## config.mk

```make
export PLATFORM = sky130hd
export DESIGN_NAME = foc_current_loop_step_flat
export DESIGN_NICKNAME = d
export VERILOG_FILES = /design/src/design/foc_pkg.sv /design/src/design/foc_in_if.sv /design/src/design/foc_out_if.sv /design/src/design/foc_current_loop_step.sv /design/src/design/foc_mac.sv /design/src/flat_wrapper.sv
export VERILOG_INCLUDE_DIRS = /design/src /design/src/design
export SDC_FILE = /design/constraint.sdc
export NUM_CORES = 2
export LEC_CHECK = 0
export BUFFER_PORTS_ARGS = -buffer_cell sky130_fd_sc_hd__clkbuf_2
export CAP_MARGIN = 20
export CELL_PAD_IN_SITES_DETAIL_PLACEMENT = 0
export CELL_PAD_IN_SITES_GLOBAL_PLACEMENT = 1
export CORE_UTILIZATION = 34
export DETAILED_ROUTE_END_ITERATION = 7
export PLACE_DENSITY_LB_ADDON = 0.1
export SYNTH_ARGS = -nofsm -noshare
export SYNTH_HDL_FRONTEND = slang
export SYNTH_HIERARCHICAL = 1
export SYNTH_SLANG_ARGS = --single-unit
```

## constraint.sdc

```tcl
create_clock -name clk -period 25.8 [get_ports clk]
set_clock_uncertainty 0.2 [all_clocks]
set_input_delay 1.29 -clock clk [delete_from_list [all_inputs] [get_ports clk]]
set_output_delay 1.29 -clock clk [all_outputs]
set_load 0.02 [all_outputs]
```

## src/design/foc_current_loop_step_macros.svh

```systemverilog
// Assertion macros used by the current loop top-level design file.
`ifndef FOC_CURRENT_LOOP_STEP_MACROS_SVH
`define FOC_CURRENT_LOOP_STEP_MACROS_SVH

// Same-cycle implication, checked outside reset.
`define FOC_ASSERT_IMP(lbl, ante, cons) \
    lbl: assert property (@(posedge clk) disable iff (!rst_n) (ante) |-> (cons)) \
        else $error("current loop check failed");

// Next-cycle implication, checked outside reset.
`define FOC_ASSERT_NEXT(lbl, ante, cons) \
    lbl: assert property (@(posedge clk) disable iff (!rst_n) (ante) |=> (cons)) \
        else $error("current loop check failed");

`endif

```

## src/design/foc_pkg.sv

```systemverilog
// Package: shared types, codes and fixed constants of the current loop.
`timescale 1ns / 1ps
`default_nettype none
package foc_pkg;

    // sine polynomial coefficients, Q30
    localparam logic signed [31:0] SIN_C1 = 32'sd1686629713;
    localparam logic signed [31:0] SIN_C3 = 32'sd693598668;
    localparam logic signed [31:0] SIN_C5 = 32'sd85569306;
    localparam logic signed [31:0] SIN_C7 = 32'sd5026995;
    localparam logic signed [31:0] SIN_C9 = 32'sd172272;
    localparam logic signed [31:0] INV_SQRT3 = 32'sd619925131;
    localparam logic signed [31:0] SQRT3_HALF = 32'sd929887697;
    localparam logic signed [31:0] HALF_Q30 = 32'sd536870912;

    localparam int CFG_INDEX_WIDTH = 3;

    typedef enum logic [CFG_INDEX_WIDTH-1:0] {
        REG_REF_D     = 3'd0,
        REG_REF_Q     = 3'd1,
        REG_GAIN_P    = 3'd2,
        REG_GAIN_I_DT = 3'd3,
        REG_DRIVE_MIN = 3'd4,
        REG_DRIVE_MAX = 3'd5
    } cfg_idx_t;

    typedef enum logic {
        OP_RUN   = 1'b0,
        OP_CLEAR = 1'b1
    } op_t;

    typedef enum logic [1:0] {
        ST_IDLE,
        ST_RUN,
        ST_OUT
    } state_t;

    typedef enum logic [5:0] {
        S_SN_U2, S_SN_T7, S_SN_T5, S_SN_T3, S_SN_T1, S_SN_OUT,
        S_CS_U2, S_CS_T7, S_CS_T5, S_CS_T3, S_CS_T1, S_CS_OUT,
        S_BETA, S_MD0, S_MD1, S_MQ0, S_MQ1,
        S_PD, S_ID, S_DD, S_PQ, S_IQ, S_DQ,
        S_VA0, S_VA1, S_VB0, S_VB1,
        S_VOB0, S_VOB1, S_VOC0, S_VOC1
    } step_t;

    typedef struct packed {
        logic mul_en;
        logic acc_en;
        logic chain;
    } mac_ctrl_t;

endpackage
`default_nettype wire

```

## src/design/foc_in_if.sv

```systemverilog
// Interface: input channel of the current loop.
`timescale 1ns / 1ps
`default_nettype none
interface foc_in_if #(
    parameter int DATA_WIDTH  = 16,
    parameter int ANGLE_WIDTH = 16
);
    logic                          valid;
    logic                          ready;
    logic                          op;
    logic signed [DATA_WIDTH-1:0]  current_a;
    logic signed [DATA_WIDTH-1:0]  current_b;
    logic        [ANGLE_WIDTH-1:0] angle;

    modport source (output valid, op, current_a, current_b, angle, input ready);
    modport sink (input valid, op, current_a, current_b, angle, output ready);
endinterface
`default_nettype wire

```

## src/design/foc_out_if.sv

```systemverilog
// Interface: result channel of the current loop.
`timescale 1ns / 1ps
`default_nettype none
interface foc_out_if #(
    parameter int DATA_WIDTH = 16
);
    logic                         valid;
    logic                         ready;
    logic signed [DATA_WIDTH-1:0] meas_d;
    logic signed [DATA_WIDTH-1:0] meas_q;
    logic signed [DATA_WIDTH-1:0] drive_d;
    logic signed [DATA_WIDTH-1:0] drive_q;
    logic signed [DATA_WIDTH-1:0] volt_a;
    logic signed [DATA_WIDTH-1:0] volt_b;
    logic signed [DATA_WIDTH-1:0] volt_c;

    modport source (output valid, meas_d, meas_q, drive_d, drive_q, volt_a, volt_b, volt_c,
                    input ready);
    modport sink (input valid, meas_d, meas_q, drive_d, drive_q, volt_a, volt_b, volt_c,
                  output ready);
endinterface
`default_nettype wire

```

## src/design/foc_current_loop_step.sv

```systemverilog
// Top level: field-oriented current loop step on one shared multiply-accumulate unit.
// Usage:
//   in_ch carries op, current_a, current_b and angle; a transfer happens when valid
//   and ready are both high. ready is high only while the block is idle.
//   op = clear: both integrators drop to zero in the transfer cycle, no result.
//   op = run: 31 micro steps go through one multiplier and one accumulator; each step
//   multiplies, then accumulates and writes back; out_ch.valid rises once the last
//   step has been written back. The next input transfer is accepted only after the
//   output transfer, when the block is idle again.
//   out_ch holds the seven result fields until the receiver takes them; while the
//   receiver stalls the block holds the result and takes no new input.
//   Configuration: cfg_we writes cfg_data into register cfg_index at the clock
//   edge; indexes past the last register are ignored. Write only while idle.
//   Reset (rst_n low, asynchronous) clears both integrators, restores the register
//   defaults and returns the sequencer to idle.
`timescale 1ns / 1ps
`default_nettype none
module foc_current_loop_step import foc_pkg::*; #(
    parameter int DATA_WIDTH  = 16,
    parameter int ANGLE_WIDTH = 16
) (
    input  wire                                clk,
    input  wire                                rst_n,
    foc_in_if.sink                             in_ch,
    foc_out_if.source                          out_ch,
    input  wire                                cfg_we,
    input  wire logic [CFG_INDEX_WIDTH-1:0]    cfg_index,
    input  wire logic [((DATA_WIDTH > 16) ? DATA_WIDTH : 16)-1:0] cfg_data
);
    localparam int DW   = DATA_WIDTH;
    localparam int AW   = ANGLE_WIDTH;
    localparam int F    = DW - 1;
    localparam int OPW  = (DW + 10 > 32) ? DW + 10 : 32;
    localparam int ACCW = 2 * OPW + 2;
    localparam int IW   = DW + 16;
    localparam int PW   = DW + 9;

    localparam logic signed [DW-1:0]   DMAX = {1'b0, {(DW-1){1'b1}}};
    localparam logic signed [DW-1:0]   DMIN = {1'b1, {(DW-1){1'b0}}};
    localparam logic signed [ACCW-1:0] RND_F   = ACCW'(1) <<< (F - 1);
    localparam logic signed [ACCW-1:0] RND_8   = ACCW'(128);
    localparam logic signed [ACCW-1:0] RND_30  = ACCW'(1) <<< 29;
    localparam logic signed [ACCW-1:0] RND_SIN = ACCW'(1) <<< (59 - F);
    localparam logic signed [OPW-1:0]  HALF_16 = OPW'(32768);
    localparam logic [AW-1:0]          QUARTER = AW'(1) << (AW - 2);
    localparam logic [30:0]            ONE_Q30 = 31'(1) << 30;

    function automatic logic signed [DW-1:0] sat_d(input logic signed [ACCW-1:0] v);
        logic signed [DW-1:0] r;
        if (v > ACCW'(DMAX))
        begin
            r = DMAX;
        end
        else if (v < ACCW'(DMIN))
        begin
            r = DMIN;
        end
        else
        begin
            r = DW'(v);
        end
        return r;
    endfunction

    // upper bound first, then lower bound
    function automatic logic signed [ACCW-1:0] clamp_w(input logic signed [ACCW-1:0] v,
                                                      input logic signed [ACCW-1:0] lo,
                                                      input logic signed [ACCW-1:0] hi);
        logic signed [ACCW-1:0] r;
        r = (v > hi) ? hi : v;
        r = (r < lo) ? lo : r;
        return r;
    endfunction

    // configuration registers
    logic signed [DW-1:0] ref_d_reg, ref_q_reg, dmin_reg, dmax_reg;
    logic        [15:0]   gain_p_reg, gain_i_reg;

    // sequencer
    state_t state_reg, state_next;
    step_t  step_reg;
    logic   phase_reg;
    logic   in_accept, run_accept, clr_accept, wb_en, last_step;
    logic   mac_chain;
    mac_ctrl_t mac_ctrl;

    // captured inputs and working values
    logic signed [DW-1:0]   ia_reg, ib_reg;
    logic        [AW-1:0]   ang_reg;
    logic signed [OPW-1:0]  u2_reg, t_reg;
    logic signed [DW-1:0]   sn_reg, cs_reg;
    logic signed [DW:0]     beta_reg;
    logic signed [DW-1:0]   md_reg, mq_reg, drive_d_reg, drive_q_reg;
    logic signed [PW-1:0]   p_reg;
    logic signed [IW-1:0]   integ_d_reg, integ_q_reg;
    logic signed [DW+1:0]   va_reg, vb_reg;
    logic signed [DW-1:0]   volt_a_reg, volt_b_reg, volt_c_reg;

    // shared unit ports
    logic signed [OPW-1:0]  op_a, op_b;
    logic signed [ACCW-1:0] bias, sum;

    // sine argument
    logic          cs_sel;
    logic [AW-1:0] ph;
    logic [1:0]    quad;
    logic [29:0]   u_shift;
    logic [30:0]   u_val;
    logic signed [ACCW-1:0] sine_s;
    logic signed [DW-1:0]   sine_v, sine_out;

    logic signed [DW:0]     err_d, err_q;
    logic signed [ACCW-1:0] sh8, sh16, sh30, shf, lo16, hi16, lo_w, hi_w;

    // ---------------- configuration port ----------------
    always_ff @(posedge clk or negedge rst_n)
    begin
        if (!rst_n)
        begin
            ref_d_reg  <= '0;
            ref_q_reg  <= '0;
            gain_p_reg <= 16'd256;
            gain_i_reg <= '0;
            dmin_reg   <= DMIN;
            dmax_reg   <= DMAX;
        end
        else if (cfg_we)
        begin
            unique case (cfg_idx_t'(cfg_index))
                REG_REF_D:     ref_d_reg  <= DW'(cfg_data);
                REG_REF_Q:     ref_q_reg  <= DW'(cfg_data);
                REG_GAIN_P:    gain_p_reg <= cfg_data[15:0];
                REG_GAIN_I_DT: gain_i_reg <= cfg_data[15:0];
                REG_DRIVE_MIN: dmin_reg   <= DW'(cfg_data);
                REG_DRIVE_MAX: dmax_reg   <= DW'(cfg_data);
                default: ;
            endcase
        end
    end

    // ---------------- sequencer ----------------
    assign in_accept  = in_ch.valid && in_ch.ready;
    assign run_accept = in_accept && (op_t'(in_ch.op) == OP_RUN);
    assign clr_accept = in_accept && (op_t'(in_ch.op) == OP_CLEAR);
    assign last_step  = (step_reg == S_VOC1);

    always_comb
    begin
        state_next = state_reg;
        unique case (state_reg)
            ST_IDLE: if (run_accept) state_next = ST_RUN;
            ST_RUN:  if (phase_reg && last_step) state_next = ST_OUT;
            ST_OUT:  if (out_ch.ready) state_next = ST_IDLE;
            default: state_next = ST_IDLE;
        endcase
    end

    always_comb
    begin
        in_ch.ready     = 1'b0;
        out_ch.valid    = 1'b0;
        mac_ctrl.mul_en = 1'b0;
        mac_ctrl.acc_en = 1'b0;
        mac_ctrl.chain  = mac_chain;
        wb_en           = 1'b0;
        unique case (state_reg)
            ST_IDLE: in_ch.ready = 1'b1;
            ST_RUN:
            begin
                mac_ctrl.mul_en = !phase_reg;
                mac_ctrl.acc_en = phase_reg;
                wb_en           = phase_reg;
            end
            ST_OUT:  out_ch.valid = 1'b1;
            default: ;
        endcase
    end

    always_ff @(posedge clk or negedge rst_n)
    begin
        if (!rst_n)
        begin
            state_reg <= ST_IDLE;
            step_reg  <= S_SN_U2;
            phase_reg <= 1'b0;
        end
        else
        begin
            state_reg <= state_next;
            if (run_accept)
            begin
                step_reg  <= S_SN_U2;
                phase_reg <= 1'b0;
            end
            else if (state_reg == ST_RUN)
            begin
                phase_reg <= !phase_reg;
                if (phase_reg && !last_step)
                begin
                    step_reg <= step_t'(step_reg + 6'd1);
                end
            end
        end
    end

    // ---------------- operand selection ----------------
    always_comb
    begin
        case (step_reg) inside
            S_CS_U2, S_CS_T7, S_CS_T5, S_CS_T3, S_CS_T1, S_CS_OUT: cs_sel = 1'b1;
            default: cs_sel = 1'b0;
        endcase
    end

    assign ph      = cs_sel ? (ang_reg + QUARTER) : ang_reg;
    assign quad    = ph[AW-1:AW-2];
    assign u_shift = {ph[AW-3:0], {(32-AW){1'b0}}};
    assign u_val   = quad[0] ? (ONE_Q30 - 31'(u_shift)) : 31'(u_shift);

    assign err_d = (DW+1)'(ref_d_reg) - (DW+1)'(md_reg);
    assign err_q = (DW+1)'(ref_q_reg) - (DW+1)'(mq_reg);

    always_comb
    begin
        op_a      = '0;
        op_b      = '0;
        bias      = '0;
        mac_chain = 1'b0;
        unique case (step_reg) inside
            S_SN_U2, S_CS_U2:
            begin
                op_a = OPW'($signed({1'b0, u_val}));
                op_b = OPW'($signed({1'b0, u_val}));
            end
            S_SN_T7, S_CS_T7:
            begin
                op_a = u2_reg;
                op_b = OPW'(SIN_C9);
            end
            S_SN_T5, S_CS_T5, S_SN_T3, S_CS_T3, S_SN_T1, S_CS_T1:
            begin
                op_a = u2_reg;
                op_b = t_reg;
            end
            S_SN_OUT, S_CS_OUT:
            begin
                op_a = OPW'($signed({1'b0, u_val}));
                op_b = t_reg;
                bias = RND_SIN;
            end
            S_BETA:
            begin
                op_a = OPW'(ia_reg) + (OPW'(ib_reg) <<< 1);
                op_b = OPW'(INV_SQRT3);
                bias = RND_30;
            end
            S_MD0:
            begin
                op_a = OPW'(ia_reg);
                op_b = OPW'(cs_reg);
                bias = RND_F;
            end
            S_MD1:
            begin
                op_a = OPW'(beta_reg);
                op_b = OPW'(sn_reg);
                mac_chain = 1'b1;
            end
            S_MQ0:
            begin
                op_a = OPW'(beta_reg);
                op_b = OPW'(cs_reg);
                bias = RND_F;
            end
            S_MQ1:
            begin
                op_a = -OPW'(ia_reg);
                op_b = OPW'(sn_reg);
                mac_chain = 1'b1;
            end
            S_PD:
            begin
                op_a = OPW'(err_d);
                op_b = OPW'($signed({1'b0, gain_p_reg}));
                bias = RND_8;
            end
            S_ID:
            begin
                op_a = OPW'(err_d);
                op_b = OPW'($signed({1'b0, gain_i_reg}));
                bias = ACCW'(integ_d_reg);
            end
            S_DD:
            begin
                // (2p + 1) * 2^15 = p * 2^16 plus the rounding half
                op_a = (OPW'(p_reg) <<< 1) + OPW'(1);
                op_b = HALF_16;
                bias = ACCW'(integ_d_reg);
            end
            S_PQ:
            begin
                op_a = OPW'(err_q);
                op_b = OPW'($signed({1'b0, gain_p_reg}));
                bias = RND_8;
            end
            S_IQ:
            begin
                op_a = OPW'(err_q);
                op_b = OPW'($signed({1'b0, gain_i_reg}));
                bias = ACCW'(integ_q_reg);
            end
            S_DQ:
            begin
                op_a = (OPW'(p_reg) <<< 1) + OPW'(1);
                op_b = HALF_16;
                bias = ACCW'(integ_q_reg);
            end
            S_VA0:
            begin
                op_a = OPW'(drive_d_reg);
                op_b = OPW'(cs_reg);
                bias = RND_F;
            end
            S_VA1:
            begin
                op_a = -OPW'(drive_q_reg);
                op_b = OPW'(sn_reg);
                mac_chain = 1'b1;
            end
            S_VB0:
            begin
                op_a = OPW'(drive_d_reg);
                op_b = OPW'(sn_reg);
                bias = RND_F;
            end
            S_VB1:
            begin
                op_a = OPW'(drive_q_reg);
                op_b = OPW'(cs_reg);
                mac_chain = 1'b1;
            end
            S_VOB0, S_VOC0:
            begin
                op_a = -OPW'(va_reg);
                op_b = OPW'(HALF_Q30);
                bias = RND_30;
            end
            S_VOB1:
            begin
                op_a = OPW'(vb_reg);
                op_b = OPW'(SQRT3_HALF);
                mac_chain = 1'b1;
            end
            S_VOC1:
            begin
                op_a = -OPW'(vb_reg);
                op_b = OPW'(SQRT3_HALF);
                mac_chain = 1'b1;
            end
            default: ;
        endcase
    end

    foc_mac #(
        .OPW  (OPW),
        .ACCW (ACCW)
    ) u_mac (
        .clk  (clk),
        .ctrl (mac_ctrl),
        .op_a (op_a),
        .op_b (op_b),
        .bias (bias),
        .sum  (sum)
    );

    // ---------------- write back ----------------
    assign sh8  = sum >>> 8;
    assign sh16 = sum >>> 16;
    assign sh30 = sum >>> 30;
    assign shf  = sum >>> F;
    assign lo_w = ACCW'(dmin_reg);
    assign hi_w = ACCW'(dmax_reg);
    assign lo16 = lo_w <<< 16;
    assign hi16 = hi_w <<< 16;

    // sine result: cap at full scale, mirror for the lower half turn
    assign sine_s   = sum >>> (60 - F);
    assign sine_v   = (sine_s > ACCW'(DMAX)) ? DMAX : DW'(sine_s);
    assign sine_out = quad[1] ? -sine_v : sine_v;

    always_ff @(posedge clk)
    begin
        if (run_accept)
        begin
            ia_reg  <= in_ch.current_a;
            ib_reg  <= in_ch.current_b;
            ang_reg <= in_ch.angle;
        end
        if (wb_en)
        begin
            case (step_reg) inside
                S_SN_U2, S_CS_U2: u2_reg <= OPW'(sh30);
                S_SN_T7, S_CS_T7: t_reg <= OPW'(SIN_C7) - OPW'(sh30);
                S_SN_T5, S_CS_T5: t_reg <= OPW'(SIN_C5) - OPW'(sh30);
                S_SN_T3, S_CS_T3: t_reg <= OPW'(SIN_C3) - OPW'(sh30);
                S_SN_T1, S_CS_T1: t_reg <= OPW'(SIN_C1) - OPW'(sh30);
                S_SN_OUT:         sn_reg <= sine_out;
                S_CS_OUT:         cs_reg <= sine_out;
                S_BETA:           beta_reg <= (DW+1)'(sh30);
                S_MD1:            md_reg <= sat_d(shf);
                S_MQ1:            mq_reg <= sat_d(shf);
                S_PD, S_PQ:       p_reg <= PW'(sh8);
                S_DD:             drive_d_reg <= DW'(clamp_w(sh16, lo_w, hi_w));
                S_DQ:             drive_q_reg <= DW'(clamp_w(sh16, lo_w, hi_w));
                S_VA1:
                begin
                    va_reg     <= (DW+2)'(shf);
                    volt_a_reg <= sat_d(shf);
                end
                S_VB1:            vb_reg <= (DW+2)'(shf);
                S_VOB1:           volt_b_reg <= sat_d(sh30);
                S_VOC1:           volt_c_reg <= sat_d(sh30);
                default: ;
            endcase
        end
    end

    // integrators: clamp to the drive limits scaled by 2^16
    always_ff @(posedge clk or negedge rst_n)
    begin
        if (!rst_n)
        begin
            integ_d_reg <= '0;
            integ_q_reg <= '0;
        end
        else if (clr_accept)
        begin
            integ_d_reg <= '0;
            integ_q_reg <= '0;
        end
        else if (wb_en && (step_reg == S_ID))
        begin
            integ_d_reg <= IW'(clamp_w(sum, lo16, hi16));
        end
        else if (wb_en && (step_reg == S_IQ))
        begin
            integ_q_reg <= IW'(clamp_w(sum, lo16, hi16));
        end
    end

    // ---------------- result channel ----------------
    assign out_ch.meas_d  = md_reg;
    assign out_ch.meas_q  = mq_reg;
    assign out_ch.drive_d = drive_d_reg;
    assign out_ch.drive_q = drive_q_reg;
    assign out_ch.volt_a  = volt_a_reg;
    assign out_ch.volt_b  = volt_b_reg;
    assign out_ch.volt_c  = volt_c_reg;

    // ---------------- assertions ----------------
`include "foc_current_loop_step_macros.svh"
    `FOC_ASSERT_IMP(a_one_item, out_ch.valid, !in_ch.ready)
    `FOC_ASSERT_NEXT(a_clear_zeroes, clr_accept, (integ_d_reg == '0) && (integ_q_reg == '0))
    `FOC_ASSERT_NEXT(a_run_starts, run_accept,
                     (state_reg == ST_RUN) && (step_reg == S_SN_U2) && !phase_reg)
    `FOC_ASSERT_IMP(a_drive_in_limits, out_ch.valid && (dmin_reg <= dmax_reg),
                    (drive_d_reg >= dmin_reg) && (drive_d_reg <= dmax_reg) &&
                    (drive_q_reg >= dmin_reg) && (drive_q_reg <= dmax_reg))
endmodule
`default_nettype wire

```

## src/design/foc_mac.sv

```systemverilog
// Shared multiply-accumulate unit: registered product, then one wide add.
`timescale 1ns / 1ps
`default_nettype none
module foc_mac import foc_pkg::*; #(
    parameter int OPW  = 32,
    parameter int ACCW = 66
) (
    input  wire                         clk,
    input  wire mac_ctrl_t              ctrl,
    input  wire logic signed [OPW-1:0]  op_a,
    input  wire logic signed [OPW-1:0]  op_b,
    input  wire logic signed [ACCW-1:0] bias,
    output logic signed [ACCW-1:0]      sum
);
    logic signed [2*OPW-1:0] prod_reg;
    logic signed [ACCW-1:0]  acc_reg;

    always_ff @(posedge clk)
    begin
        if (ctrl.mul_en)
        begin
            prod_reg <= op_a * op_b;
        end
        if (ctrl.acc_en)
        begin
            acc_reg <= sum;
        end
    end

    // chain onto the previous sum, or start from the given bias
    assign sum = (ctrl.chain ? acc_reg : bias) + ACCW'(prod_reg);
endmodule
`default_nettype wire
```

## src/flat_wrapper.sv

```systemverilog
// flat-port wrapper written by rule: the top's interface ports become plain ports
module foc_current_loop_step_flat import foc_pkg::*;
#(
    parameter int DATA_WIDTH  = 16,
    parameter int ANGLE_WIDTH = 16
)
  (clk, rst_n, cfg_we, cfg_index, cfg_data, in_ch_valid, in_ch_op, in_ch_current_a, in_ch_current_b, in_ch_angle, in_ch_ready, out_ch_valid, out_ch_meas_d, out_ch_meas_q, out_ch_drive_d, out_ch_drive_q, out_ch_volt_a, out_ch_volt_b, out_ch_volt_c, out_ch_ready);
  foc_in_if #(.DATA_WIDTH(DATA_WIDTH), .ANGLE_WIDTH(ANGLE_WIDTH)) in_ch_i ();
  foc_out_if #(.DATA_WIDTH(DATA_WIDTH)) out_ch_i ();
  input  wire clk;
  input  wire rst_n;
  input  wire cfg_we;
  input  wire logic [CFG_INDEX_WIDTH-1:0] cfg_index;
  input  wire logic [((DATA_WIDTH > 16) ? DATA_WIDTH : 16)-1:0] cfg_data;
  input wire logic [$bits(in_ch_i.valid)-1:0] in_ch_valid;
  input wire logic [$bits(in_ch_i.op)-1:0] in_ch_op;
  input wire logic [$bits(in_ch_i.current_a)-1:0] in_ch_current_a;
  input wire logic [$bits(in_ch_i.current_b)-1:0] in_ch_current_b;
  input wire logic [$bits(in_ch_i.angle)-1:0] in_ch_angle;
  output wire logic [$bits(in_ch_i.ready)-1:0] in_ch_ready;
  output wire logic [$bits(out_ch_i.valid)-1:0] out_ch_valid;
  output wire logic [$bits(out_ch_i.meas_d)-1:0] out_ch_meas_d;
  output wire logic [$bits(out_ch_i.meas_q)-1:0] out_ch_meas_q;
  output wire logic [$bits(out_ch_i.drive_d)-1:0] out_ch_drive_d;
  output wire logic [$bits(out_ch_i.drive_q)-1:0] out_ch_drive_q;
  output wire logic [$bits(out_ch_i.volt_a)-1:0] out_ch_volt_a;
  output wire logic [$bits(out_ch_i.volt_b)-1:0] out_ch_volt_b;
  output wire logic [$bits(out_ch_i.volt_c)-1:0] out_ch_volt_c;
  input wire logic [$bits(out_ch_i.ready)-1:0] out_ch_ready;
  assign in_ch_i.valid = in_ch_valid;
  assign in_ch_i.op = in_ch_op;
  assign in_ch_i.current_a = in_ch_current_a;
  assign in_ch_i.current_b = in_ch_current_b;
  assign in_ch_i.angle = in_ch_angle;
  assign in_ch_ready = in_ch_i.ready;
  assign out_ch_valid = out_ch_i.valid;
  assign out_ch_meas_d = out_ch_i.meas_d;
  assign out_ch_meas_q = out_ch_i.meas_q;
  assign out_ch_drive_d = out_ch_i.drive_d;
  assign out_ch_drive_q = out_ch_i.drive_q;
  assign out_ch_volt_a = out_ch_i.volt_a;
  assign out_ch_volt_b = out_ch_i.volt_b;
  assign out_ch_volt_c = out_ch_i.volt_c;
  assign out_ch_i.ready = out_ch_ready;
  foc_current_loop_step #(.DATA_WIDTH(DATA_WIDTH), .ANGLE_WIDTH(ANGLE_WIDTH)) u_core (.clk(clk), .rst_n(rst_n), .in_ch(in_ch_i), .out_ch(out_ch_i), .cfg_we(cfg_we), .cfg_index(cfg_index), .cfg_data(cfg_data));
endmodule
```

==> out/metrics.cfg <==
[yosys]
avgSynthCellArea_um2=9.74
synthFlopType=edfxtp_1
yosysWarnings=6
yosysUniqueCellTypes=122
synthXorXnorAreaFrac=0.0305
synthAdderAreaFrac=0.360
synth_top_family_by_area=adder cells
synth_compound_area_frac=0.114
muxShareOfSynthArea=0.0280
netlist_instances=7866
syn_nets=9491
synth-async-reset-ratio=0.267
yosysSeqAreaShare=0.237
ys_seq_elements=633
yosys.area_share.simple=0.149
synth-edff-count=464
syn_area_um2=76600

[clock_network]
cts_setup_buffers=0
cts_buffer_depth=3
path_clk_slew_ns=0.07
cts_tree=yes
holdBufCountCts=0
cts_made_buffers=80
h-tree-depth=3
post_cts_resized=0
clock_latency_ns=0.72
root_buffer=clkbuf_16
clock-sinks=633

[setup_path]
worstSetupEndpointType=flop
timing_worst_setup_path_type=reg -> reg
cpLargestDelayFamily=compound AO/OA/AOI/OAI gates
cp-start-kind=flop
critPathLaunch=u_core/step_reg[3]
max_stage_delay_ns=0.90
critPathMaxFanout=67
path_buf_inv=5
cp.arrival_ns=15.03
worstPathRequired_ns=26.19
r2r_start=u_core/step_reg[3]
slowest_stage=a221oi_1

[placed_design]
place.port_buffers=186
place_area_um2=81700
gp_congestion=0.909
dp_hpwl_mm=222

[drt]
routed_wl_mm=282
ant_nets=0
post_drt_wl_per_cell_um=25.7
vias=58429
vias_per_cell=5.32
drt_pass1_iterations=8
drc=0
drt_iter0_markers=4501

[finish]
largest_register_ff_count=66
drive_gt1_frac=0.108
postLayoutCellArea_um2=84500
area_growth_pct=10.2
layout_common_cells=1244 x inv_1, 1086 x fa_1, 869 x nand2_1
fin_nets=9561
utilization=0.378
layout_commonest_cell=inv_1

[global_routing]
track_usage=0.251
gr-total-overflow=0
grt_max_degree=68
antenna_found_initial=18
first_global_vias=61795
grt_pass1_wl_mm=425

[die]
io_pins=187
dieArea_um2=227000
core_area_um2=223000
row_count=173
die_y_um=477
die_w_um=477
start_util=0.343

[sta]
hold_viol=0
setup_viol=0
rsz0062_at_grt=no
fin_setup_tns_ns=0
timing.fmax_mhz=68.3
tightest_slew_ns=1.24
slew_headroom=0.171
report.final.slew_viol_count=0
period_share=0.567
timing.final.crit_period_ns=14.64

[worst_hold_path]
hold_class=reg -> reg
min_from=u_core/integ_d_reg[16]

[outcome]
outcome=finished, final reports clean

[job]
drv_cap=0

## cells by family (layout without fill, tap and decap cells)
logic type      after synthesis  count (layout)
xor+xnor                    267             267
simple gates               2315            2315
compound gates             1262            1262
fa+ha+maj                  1552            1552
other cells                   0               4
mux                         193             193
buf+inv                    1644            1777
flops                       633             633
## worst reg2reg max path, delay by kind of cell (launching register included)
kind	cells	cell delay, ns
AOI/OAI and AO/OA	21	6.72
buffers and inverters	5	2.49
and+or+nand+nor	6	2.42
adders and majority gates	3	1.07
muxes	2	0.81
DFF	1	0.57
xor gates and xnor gates	1	0.25
## synthesized netlist by cell type, types with 35 or more instances
cell / n / share of area
a211oi_1: 37 / 0.0036
a21o_1: 126 / 0.012
a21oi_1: 277 / 0.018
a221oi_1: 41 / 0.0047
a31oi_1: 35 / 0.0029
and2_1: 525 / 0.043
clkbuf_1: 354 / 0.017
dfrtp_1: 152 / 0.050
edfxtp_1: 464 / 0.18
fa_1: 1086 / 0.28
ha_1: 466 / 0.076
inv_1: 1246 / 0.061
mux2_2: 156 / 0.023
nand2_1: 874 / 0.043
nand2b_1: 43 / 0.0035
nand3_1: 158 / 0.010
nand4_1: 84 / 0.0069
nor2_1: 334 / 0.016
nor2b_1: 35 / 0.0029
nor3_1: 77 / 0.0050
o21ai_0: 249 / 0.016
o21ai_1: 42 / 0.0027
xnor2_1: 180 / 0.021
xor2_1: 87 / 0.0099
## layout make-up
cell class	instances	area [um^2]
Multi-Input combinational cell	5589	52700
Sequential cell	633	18200
Timing Repair Buffer	385	2470
Tap cell	2975	3720
Antenna cell	4	10.0
Clock buffer	96	2120
Fill cell	22489	139000
Inverter	1247	4680
Clock inverter	49	564
## per-layer routing
metal / global-route usage / share of wire / vias up / wire [um]
li1: - / - / 26063 / -
met1: 0.365 / 0.47 / 30593 / 133000
met2: 0.402 / 0.46 / 1535 / 130000
met3: 0.0253 / 0.050 / 236 / 14000
met4: 0.0491 / 0.018 / 2 / 5080
met5: 0 / 0.000046 / - / 13
## metrics by stage
stage	hold slack [ns]	worst slack, ns	std cells
after floorplan	0.269	15.37	7866
after global placement	0.287	11.24	10826
after detailed placement	0.292	11.23	10827
after CTS	0.306	11.23	10972
after global routing	0.318	10.76	10975
final	0.304	11.16	10978
## final timing paths
| path | endpoint | slack, ns | depth (start not counted) |
|---|---|---|---|
| worst min register to register | u_core/integ_d_reg[16] | 0.30 | 1 |
| worst min-delay path | u_core/integ_d_reg[16] | 0.30 | 1 |
| min in group asynchronous | u_core/ref_d_reg[2] | 0.33 | 1 |
| worst max-delay path | u_core/integ_q_reg[24] | 11.16 | 38 |
| worst max register to register | u_core/integ_q_reg[24] | 11.16 | 38 |
| max in group asynchronous | u_core/step_reg[3] | 22.89 | 3 |
Power is not shown: default switching activity piles up to over one toggle a cycle in this logic, so the estimate is an artifact.
